[config.mk]
export PLATFORM = sky130hd
export DESIGN_NAME = ascii_to_baudot_encoder
export DESIGN_NICKNAME = d
export VERILOG_FILES = /design/src/rtl/a2b_pkg.sv /design/src/rtl/ascii_to_baudot_encoder.sv
export SDC_FILE = /design/constraint.sdc
export NUM_CORES = 1
export LEC_CHECK = 0
export BUFFER_PORTS_ARGS = -buffer_cell sky130_fd_sc_hd__buf_4
export CAP_MARGIN = 20
export CORE_UTILIZATION = 35
export CTS_BUF_LIST = sky130_fd_sc_hd__clkbuf_8
export DETAILED_ROUTE_END_ITERATION = 8
export SLEW_MARGIN = 20
export SYNTH_ARGS = -nofsm -noshare
export SYNTH_HDL_FRONTEND = slang
export SYNTH_SLANG_ARGS = --single-unit
[constraint.sdc]
create_clock -name clk -period 8.3 [get_ports clk]
set_clock_uncertainty 0.1 [all_clocks]
set_input_delay 0.83 -clock clk [delete_from_list [all_inputs] [get_ports clk]]
set_output_delay 0.83 -clock clk [all_outputs]
set_load 0.005 [all_outputs]
[src/rtl/a2b_pkg.sv]
// Package for the ASCII to Baudot encoder: item types, symbol codes and line tables.
package a2b_pkg;

  // Field widths
  localparam int ModeW   = 2;
  localparam int CharW   = 8;
  localparam int CodeW   = 6;
  localparam int FrameW  = 8;
  localparam int CfgIdxW = 1;
  localparam int CfgDataW = 8;

  // Most symbols one item can cause, and the matching count width
  localparam int MaxResults = 10;
  localparam int CountW     = $clog2(MaxResults + 1);

  // Command modes
  localparam logic [ModeW-1:0] ModeChar = 2'd0;
  localparam logic [ModeW-1:0] ModeInit = 2'd1;
  localparam logic [ModeW-1:0] ModeMark = 2'd2;

  // Configuration register indexes
  localparam logic [CfgIdxW-1:0] RegColumnLimit = 1'b0;
  localparam logic [CfgIdxW-1:0] RegSkipInit    = 1'b1;

  // Reset values of the configuration registers
  localparam logic [CfgDataW-1:0] ColumnLimitReset = 8'd76;

  // Special symbol codes
  localparam logic [CodeW-1:0] SymNull   = 6'd26;
  localparam logic [CodeW-1:0] SymLf     = 6'd27;
  localparam logic [CodeW-1:0] SymSpace  = 6'd28;
  localparam logic [CodeW-1:0] SymCr     = 6'd29;
  localparam logic [CodeW-1:0] SymFigs   = 6'd30;
  localparam logic [CodeW-1:0] SymLtrs   = 6'd31;
  localparam logic [CodeW-1:0] SymClosed = 6'd33;
  localparam logic [CodeW-1:0] SymMax    = 6'd33;

  // ASCII bytes with a rule of their own
  localparam logic [CharW-1:0] AsciiLf    = 8'h0A;
  localparam logic [CharW-1:0] AsciiCr    = 8'h0D;
  localparam logic [CharW-1:0] AsciiSpace = 8'h20;

  typedef struct packed {
    logic [ModeW-1:0] mode;
    logic [CharW-1:0] ascii_char;
  } a2b_in_t;

  typedef struct packed {
    logic [CodeW-1:0]  code;
    logic [FrameW-1:0] frame;
    logic              last;
  } a2b_out_t;

  // Line frame of a symbol: start bit, five data bits, two stop bits
  function automatic logic [FrameW-1:0] frame_of(input logic [CodeW-1:0] code);
    logic [FrameW-1:0] f;
    case (code)
      6'd0:  f = 8'h63;
      6'd1:  f = 8'h4F;
      6'd2:  f = 8'h3B;
      6'd3:  f = 8'h4B;
      6'd4:  f = 8'h43;
      6'd5:  f = 8'h5B;
      6'd6:  f = 8'h2F;
      6'd7:  f = 8'h17;
      6'd8:  f = 8'h33;
      6'd9:  f = 8'h6B;
      6'd10: f = 8'h7B;
      6'd11: f = 8'h27;
      6'd12: f = 8'h1F;
      6'd13: f = 8'h1B;
      6'd14: f = 8'h0F;
      6'd15: f = 8'h37;
      6'd16: f = 8'h77;
      6'd17: f = 8'h2B;
      6'd18: f = 8'h53;
      6'd19: f = 8'h07;
      6'd20: f = 8'h73;
      6'd21: f = 8'h3F;
      6'd22: f = 8'h67;
      6'd23: f = 8'h5F;
      6'd24: f = 8'h57;
      6'd25: f = 8'h47;
      6'd26: f = 8'h03;
      6'd27: f = 8'h23;
      6'd28: f = 8'h13;
      6'd29: f = 8'h0B;
      6'd30: f = 8'h6F;
      6'd31: f = 8'h7F;
      6'd32: f = 8'h00;
      6'd33: f = 8'hFF;
      default: f = 8'h03;
    endcase
    return f;
  endfunction

  // Figures symbol of a decimal digit, taken from the low nibble of '0'..'9'
  function automatic logic [CodeW-1:0] digit_of(input logic [3:0] d);
    logic [CodeW-1:0] s;
    case (d)
      4'd0: s = 6'd15;
      4'd1: s = 6'd16;
      4'd2: s = 6'd22;
      4'd3: s = 6'd4;
      4'd4: s = 6'd17;
      4'd5: s = 6'd19;
      4'd6: s = 6'd24;
      4'd7: s = 6'd20;
      4'd8: s = 6'd8;
      4'd9: s = 6'd14;
      default: s = SymNull;
    endcase
    return s;
  endfunction

  // Figures punctuation: {hit, symbol}
  function automatic logic [CodeW:0] punct_of(input logic [CharW-1:0] b);
    logic [CodeW:0] r;
    case (b)
      8'h2D:        r = {1'b1, 6'd0};   // '-'
      8'h3F:        r = {1'b1, 6'd1};   // '?'
      8'h3A:        r = {1'b1, 6'd2};   // ':'
      8'h24:        r = {1'b1, 6'd3};   // '$'
      8'h07:        r = {1'b1, 6'd6};   // bell
      8'h27, 8'h60: r = {1'b1, 6'd9};   // quote and backquote
      8'h28:        r = {1'b1, 6'd10};  // '('
      8'h29:        r = {1'b1, 6'd11};  // ')'
      8'h2E:        r = {1'b1, 6'd12};  // '.'
      8'h2C:        r = {1'b1, 6'd13};  // ','
      8'h3B:        r = {1'b1, 6'd21};  // ';'
      8'h2F:        r = {1'b1, 6'd23};  // '/'
      8'h22:        r = {1'b1, 6'd25};  // double quote
      default:      r = {1'b0, SymNull};
    endcase
    return r;
  endfunction

endpackage

[src/rtl/ascii_to_baudot_encoder.sv]
// ASCII to Baudot (ITA2) encoder top level with symbol queue and shift/column state.
//
// Usage:
//   Input channel (in_valid/in_ready/in_data) takes one command item: a
//   character to encode, the line init sequence, or a run of ten mark frames.
//   Output channel (out_valid/out_ready/out_data) gives, while out_ready is
//   high, one symbol per cycle with its 8-bit line frame; last marks the final
//   symbol of an item. Configuration channel (cfg_valid/cfg_ready/cfg_index/
//   cfg_data) is always ready and writes the column limit or the init skip flag.
// Output start: the first symbol of an item is on the output in the cycle after
//   the item is accepted. An item causes 0 to 10 symbols.
// Throughput: one symbol per cycle while out_ready is high. The symbol queue
//   loads a new item in the cycle its final symbol is taken, so, with out_ready
//   high, single-symbol items flow at one per cycle.
// Reset: clears the symbol queue, the figures shift flag and column count,
//   and returns column limit to 76 and skip_init to 0.
// Stall: when out_ready is low the current symbol holds, and a new item is
//   taken only once the last queued symbol leaves.
module ascii_to_baudot_encoder (
  input  logic                           clk,
  input  logic                           rst,
  input  logic                           in_valid,
  output logic                           in_ready,
  input  a2b_pkg::a2b_in_t               in_data,
  output logic                           out_valid,
  input  logic                           out_ready,
  output a2b_pkg::a2b_out_t              out_data,
  input  logic                           cfg_valid,
  output logic                           cfg_ready,
  input  logic [a2b_pkg::CfgIdxW-1:0]    cfg_index,
  input  logic [a2b_pkg::CfgDataW-1:0]   cfg_data
);

  localparam int MaxResults = a2b_pkg::MaxResults;
  localparam int CountW     = a2b_pkg::CountW;

  // Configuration registers
  logic [a2b_pkg::CfgDataW-1:0] column_limit;
  logic                         skip_init;

  // Encoder state
  logic                     figures_shift;
  logic                     figures_shift_next;
  logic [7:0]               column_count;
  logic [7:0]               column_count_next;

  // Symbol queue, head in slot 0
  logic [a2b_pkg::CodeW-1:0] slot [MaxResults];
  logic [a2b_pkg::CodeW-1:0] slot_next [MaxResults];
  logic [CountW-1:0]         count;
  logic [CountW-1:0]         count_next;

  // Character decode
  logic [a2b_pkg::CharW-1:0] b;
  logic [a2b_pkg::CodeW:0]   punct;
  logic                      is_digit;
  logic                      is_letter;
  logic                      is_raw;
  logic                      is_print;
  logic [a2b_pkg::CodeW-1:0] head0;
  logic [a2b_pkg::CodeW-1:0] head1;
  logic                      head_two;
  logic                      char_shift;
  logic [7:0]                col_inc;
  logic                      wrap;

  logic in_accept;
  logic out_accept;

  assign in_accept  = in_valid && in_ready;
  assign out_accept = out_valid && out_ready;

  // Take a new item when the queue is empty or its final symbol leaves now
  assign in_ready  = (count == '0) || ((count == CountW'(1)) && out_ready);
  assign out_valid = (count != '0);
  assign cfg_ready = 1'b1;

  assign out_data.code  = slot[0];
  assign out_data.frame = a2b_pkg::frame_of(slot[0]);
  assign out_data.last  = (count == CountW'(1));

  // Classify the byte and form the leading symbols
  always_comb begin
    b         = in_data.ascii_char;
    punct     = a2b_pkg::punct_of(b);
    is_digit  = b inside {[8'h30:8'h39]};
    is_letter = b inside {[8'h41:8'h5A], [8'h61:8'h7A]};
    is_raw    = b inside {[8'd26:8'd33]};
    is_print  = b inside {[8'd9:8'd13], [8'd32:8'd126]};
    head0      = a2b_pkg::SymNull;
    head1      = a2b_pkg::SymNull;
    head_two   = 1'b0;
    char_shift = figures_shift;
    if (punct[a2b_pkg::CodeW] || is_digit) begin
      head1 = punct[a2b_pkg::CodeW] ? punct[a2b_pkg::CodeW-1:0] : a2b_pkg::digit_of(b[3:0]);
      if (!figures_shift) begin
        head0      = a2b_pkg::SymFigs;
        head_two   = 1'b1;
        char_shift = 1'b1;
      end else begin
        head0 = head1;
      end
    end else if (b == a2b_pkg::AsciiSpace) begin
      head0 = a2b_pkg::SymSpace;
    end else if (b == a2b_pkg::AsciiLf) begin
      head0    = a2b_pkg::SymCr;
      head1    = a2b_pkg::SymLf;
      head_two = 1'b1;
    end else if (is_letter) begin
      // 'A' and 'a' both have 1 in their low five bits
      head1 = {1'b0, b[4:0] - 5'd1};
      if (figures_shift) begin
        head0      = a2b_pkg::SymLtrs;
        head_two   = 1'b1;
        char_shift = 1'b0;
      end else begin
        head0 = head1;
      end
    end else if (is_raw) begin
      head0 = b[a2b_pkg::CodeW-1:0];
    end
    // Advance the column count and check the line limit
    col_inc = column_count;
    if (is_print) begin
      if (column_count != 8'hFF) begin
        col_inc = column_count + 8'd1;
      end
      if ((b == a2b_pkg::AsciiLf) || (b == a2b_pkg::AsciiCr)) begin
        col_inc = 8'd0;
      end
    end
    wrap = (col_inc >= column_limit);
  end

  // Build the symbol list and next state for the offered item
  always_comb begin
    for (int i = 0; i < MaxResults; i++) begin
      slot_next[i] = a2b_pkg::SymNull;
    end
    count_next         = '0;
    figures_shift_next = figures_shift;
    column_count_next  = column_count;
    case (in_data.mode)
      a2b_pkg::ModeChar: begin
        figures_shift_next = char_shift;
        column_count_next  = wrap ? 8'd0 : col_inc;
        slot_next[0] = head0;
        if (head_two) begin
          slot_next[1] = head1;
          if (wrap) begin
            slot_next[2] = a2b_pkg::SymCr;
            slot_next[3] = a2b_pkg::SymLf;
            slot_next[4] = a2b_pkg::SymCr;
            count_next   = CountW'(5);
          end else begin
            count_next = CountW'(2);
          end
        end else if (wrap) begin
          slot_next[1] = a2b_pkg::SymCr;
          slot_next[2] = a2b_pkg::SymLf;
          slot_next[3] = a2b_pkg::SymCr;
          count_next   = CountW'(4);
        end else begin
          count_next = CountW'(1);
        end
      end
      a2b_pkg::ModeInit: begin
        if (!skip_init) begin
          slot_next[0] = a2b_pkg::SymNull;
          slot_next[1] = a2b_pkg::SymNull;
          slot_next[2] = a2b_pkg::SymLtrs;
          slot_next[3] = a2b_pkg::SymCr;
          slot_next[4] = a2b_pkg::SymLf;
          count_next   = CountW'(5);
          figures_shift_next = 1'b0;
        end
      end
      a2b_pkg::ModeMark: begin
        for (int i = 0; i < MaxResults; i++) begin
          slot_next[i] = a2b_pkg::SymClosed;
        end
        count_next = CountW'(MaxResults);
      end
      default: begin
        count_next = '0;
      end
    endcase
  end

  // Hold configuration writes
  always_ff @(posedge clk) begin
    if (rst) begin
      column_limit <= a2b_pkg::ColumnLimitReset;
      skip_init    <= 1'b0;
    end else if (cfg_valid && cfg_ready) begin
      case (cfg_index)
        a2b_pkg::RegColumnLimit: column_limit <= cfg_data;
        a2b_pkg::RegSkipInit:    skip_init    <= cfg_data[0];
        default: begin
        end
      endcase
    end
  end

  // Update shift flag, column count and queue fill
  always_ff @(posedge clk) begin
    if (rst) begin
      figures_shift <= 1'b0;
      column_count  <= 8'd0;
      count         <= '0;
    end else if (in_accept) begin
      figures_shift <= figures_shift_next;
      column_count  <= column_count_next;
      count         <= count_next;
    end else if (out_accept) begin
      count <= count - CountW'(1);
    end
  end

  // Load the queue on a new item, else advance it as symbols leave
  always_ff @(posedge clk) begin
    if (in_accept) begin
      for (int i = 0; i < MaxResults; i++) begin
        slot[i] <= slot_next[i];
      end
    end else if (out_accept) begin
      for (int i = 0; i < MaxResults - 1; i++) begin
        slot[i] <= slot[i + 1];
      end
    end
  end

`ifndef ASSERT_OFF
  a_count_bound: assert property (@(posedge clk) disable iff (rst)
    count <= CountW'(MaxResults))
    else $error("symbol queue over its depth");

  a_mark_load: assert property (@(posedge clk) disable iff (rst)
    in_valid && in_ready && (in_data.mode == a2b_pkg::ModeMark)
    |=> (count == CountW'(MaxResults)) && (slot[0] == a2b_pkg::SymClosed))
    else $error("mark item did not load a full run of closed symbols");

  a_last_drains: assert property (@(posedge clk) disable iff (rst)
    out_valid && out_ready && out_data.last && !in_valid |=> !out_valid)
    else $error("symbol shown after the final one of an item");

  a_code_range: assert property (@(posedge clk) disable iff (rst)
    out_valid |-> out_data.code <= a2b_pkg::SymMax)
    else $error("symbol code out of range");
`endif

endmodule
==> qor.txt <==
LOGIC SYNTHESIS
-------------------------------------------------------------------------------------------
Yosys top cell by area                                                             edfxtp_1
Share of Yosys cell area claimed by the top area cell type                            0.244
Top flip-flop cell by instance count after synthesis                               edfxtp_1
Async set or reset register ratio after synthesis                                         0
Distinct cell type count of the synthesized netlist                                      76
Main area contributors after synthesis                                         edfxtp_1 (24%), dfxtp_1 (9.7%), ha_1 (8.5%)
Fraction of the yosys area taken by sequential cells                                  0.341
Synth Area per Inst                                                                8.33 µm²
Mapped cell area                                                                   4550 µm²
Number of enable-type register cells in the synthesized netlist                          37
Synth Warn #                                                                              0
Gate count after technology mapping                                                     546
Number of synthesized register bits                                                      59
Net count of the mapped netlist                                                         601

STA
-------------------------------------------------------------------------------------------
Number of max-slew violations in the final report                                         0
Final worst slack                                                                   3.27 ns
Setup repair after global routing missed its margin                                      no
Tcrit/Tclk final                                                                      0.606
Highest Clock Rate                                                                  199 MHz
Number of failing hold endpoints at the final stage                                       0
Final min period                                                                    5.03 ns
Slew at the pin closest to its max-slew limit                                      0.998 ns
Setup total negative slack                                                             0 ns
Relative slew slack                                                                   0.331
Final Setup Violations                                                                    0

FLOORPLANNING
-------------------------------------------------------------------------------------------
Vertical die dimension                                                               116 µm
Number of I/O pins                                                                       42
Overall die width                                                                    116 µm
Core area                                                                        12,700 µm²
Effective utilization at floorplan                                                    0.359
Die area                                                                         13,500 µm²
Floorplan row count                                                                      41

CRITICAL PATH
-------------------------------------------------------------------------------------------
Worst R2R Path Depth                                                                     16
Reg-to-reg critical path startpoint                                            column_count[0]
Largest driver fanout on the critical path                                               10
Data arrival time of the worst path                                                 5.16 ns
Data required time at the worst endpoint                                            8.43 ns
Register-to-register path setup slack                                               3.97 ns
Worst setup path class                                                            in -> reg
Category of the worst setup path launch point                                    input port
Crit end category                                                                 flip-flop
Slowest CP cell                                                                     a31oi_1
Reg2Reg Capture Point                                                              count[0]
Slowest cell delay on critical path                                                 0.80 ns
Series of cell instances along the critical path                               buf_4 > inv_1 > ha_1 > nor3_1 > a211o_1 > a221oi_2 > nand4_1 > nor2_1 > xnor2_1 > nor2_1 > ha_1 > nand2_1 > a31oi_1 > inv_1 > ha_1 > a21o_1 > a221oi_1 > nor2_1

ROUTING
-------------------------------------------------------------------------------------------
Detailed-route wire length                                                        10,700 µm
Top layer in use                                                                       met4
Count of vias placed by the detailed router                                           4,064
Amount of wire on met2 after detailed routing                                       5050 µm
Remaining design rule violation count                                                     0
Wire length on met1                                                                 4880 µm
Wire length per cell after detailed routing                                         14.3 µm
Average via count per standard cell                                                    5.46
Number of iterations in the first detailed-routing pass                                   5
DRT antenna net count                                                                     0
Met3 wirelength from detailed routing                                                480 µm
Number of design-rule violations left by the first detailed-router iteration            331

CLOCK TREE
-------------------------------------------------------------------------------------------
Clock Tree Root                                                                    clkbuf_8
Buffers inserted by post-CTS timing repair                                                0
CTS tree                                                                              built
Number of sinks handled by clock tree synthesis                                          59
Maximum root-to-sink buffer count                                                         2
Inserted Clock Buffers                                                                    9
Gates resized, CTS repair                                                                 0
Hold buffer count at CTS                                                                  0
Clock network latency to the later pin of the worst-skew pair                       0.34 ns
Clock-pin slew on the worst setup and hold paths                                    0.08 ns
Level count of the clock H-tree                                                           3

FINISH
-------------------------------------------------------------------------------------------
Final design instance area without fill                                            5130 µm²
Syn-to-layout area delta                                                              12.9%
Nets                                                                                    623
Final Util                                                                            0.405
Fraction of final layout cells with drive strength greater than 1                     0.152
Diode insertion count for antenna repair                                                  0
Filler cell count in the final layout                                                 1,277

MIN PATH
-------------------------------------------------------------------------------------------
Hold path startpoint                                                           column_limit[4]
Number of cells on the worst hold path                                                    2
Hold Crit Endpoint                                                             column_limit[4]
Worst min-delay path class                                                       reg -> reg

GLOBAL ROUTING
-------------------------------------------------------------------------------------------
Global route total overflow                                                               0
Number of antenna violations at the first check in global routing                         0
Largest net degree at the start of global routing                                        42
Overall fraction of global-route tracks in use                                        0.167
Global-route wire length before repair                                            18,000 µm
Vias in the first global route                                                        3,855

POWER
-------------------------------------------------------------------------------------------
Maximum vdd ir drop                                                                0.103 mV
Leakage power                                                                       2.04 nW
Design Power                                                                      0.00143 W
Power per unit of standard cell area                                             278 nW/µm²

PLACEMENT
-------------------------------------------------------------------------------------------
Placement Setup Slack                                                               2.96 ns
DP HPWL                                                                             7740 µm
Total placed instance area                                                         4910 µm²
Port-buffer cells                                                                        40
GP Congestion                                                                         0.876

FLOW RUN
-------------------------------------------------------------------------------------------
Count of maximum capacitance violations                                                   0

STATUS
-------------------------------------------------------------------------------------------
Status                                                                         complete, no violations

## cells in the final DEF, fill, tap and decap left out, types with 3 or more instances in the layout
cell type  synthesis  routed
o21bai_1           3       3
a211oi_1           3       3
o21ai_0           36      36
nand3_1           12      12
edfxtp_1          37      37
a31oi_1            9       9
ha_1              31      31
o21a_1            12      12
and2_1             3       3
xor2_1             3       3
buf_4             10      43
xnor2_1            5       5
nand2_1           87      87
a21oi_1           44      44
a2111oi_0          3       3
o22ai_1            4       4
or2_2              7       7
o221ai_1           3       3
and3_1             3       3
nand4_1            7       7
nor2_1            43      43
a21o_1             7       7
dfxtp_1           22      22
a211o_1            5       5
o31ai_1            4       3
nor2b_1            7       7
nand3b_1           4       4
nor3_1            14      14
o211ai_1           9       9
mux2i_1            4       4
nand2b_1           3       3
mux2_2             3       3
clkbuf_8           0       9
inv_1             30      30
## state kept, by name (all words and copies together), names as in the netlist
register / cells
slot: 37
column_count: 8
skip_init: 1
column_limit: 8
count: 4
figures_shift: 1
## cells by family (layout without fill, tap and decap cells)
group / count (synthesis) / after routing / synth area share
mux: 9 / 9 / 0.0261
xor+xnor: 8 / 8 / 0.0154
other cells: 1 / 1 / 0.000824
simple gates: 208 / 208 / 0.219
fa+ha+maj: 31 / 31 / 0.0853
buf+inv: 62 / 89 / 0.0646
flops: 59 / 59 / 0.341
compound gates: 168 / 168 / 0.248
## synthesized netlist by cell type, types with 4 or more instances
master,count
a211o_1,5
a21o_1,7
a21oi_1,44
a31oi_1,9
buf_4,10
clkbuf_1,18
dfxtp_1,22
edfxtp_1,37
ha_1,31
inv_1,30
mux2i_1,4
nand2_1,87
nand3_1,12
nand3b_1,4
nand4_1,7
nor2_1,43
nor2b_1,7
nor3_1,14
o211ai_1,9
o21a_1,12
o21ai_0,36
o22ai_1,4
o31ai_1,4
or2_2,7
xnor2_1,5
## worst max path at each step
stage          cells after the start  slack, ns        from               to
6_report                          18       3.27  in_data[1]         count[0]
5_1_grt                           18       2.93  in_data[1]         count[0]
4_1_cts                           18       3.29  in_data[1]         count[0]
3_5_place_dp                      18       2.96  in_data[1]         count[0]
3_3_place_gp                      16       3.13  in_data[1]  column_count[5]
2_1_floorplan                     18       3.47  in_data[1]         count[0]
## worst max-delay path: cells and delay by family
family	cells	cell delay (ns)
AND/OR/NAND/NOR	6	0.73
AO/OA/AOI/OAI	5	2.07
buffers and inverters	3	0.40
XOR/XNOR	1	0.15
adder cells (fa/ha/maj)	3	0.98
## power by group
part | switching [W] | leakage (nW) | internal, W
registers | 0.0000869 | 0.536 | 0.000458
logic | 0.000326 | 1.39 | 0.000255
clock network | 0.000129 | 0.114 | 0.000172
total | 0.000542 | 2.04 | 0.000885
## metrics by stage
stage	hold slack, ns	std cells
3_3_place_gp	0.347	729
3_5_place_dp	0.349	729
6_report	0.360	745
2_1_floorplan	0.336	546
4_1_cts	0.360	745
5_1_grt	0.378	745
## metal layers
metal,track usage,vias to the layer above
met2,0.284,120
met3,0.0298,22
met4,0.0624,0
li1,-,2035
met1,0.212,1887
met5,0,-
## final cells by class
class	count	area (µm²)	area share
inverter	30	113	0.0219
sequential	59	1550	0.302
clock inverter	7	100	0.0195
multi-input combinational	425	2710	0.528
timing repair buffer	43	323	0.0629
tap	172	215	0.0419
clock buffer	9	124	0.0241
Power figures use the tool's default switching activity.
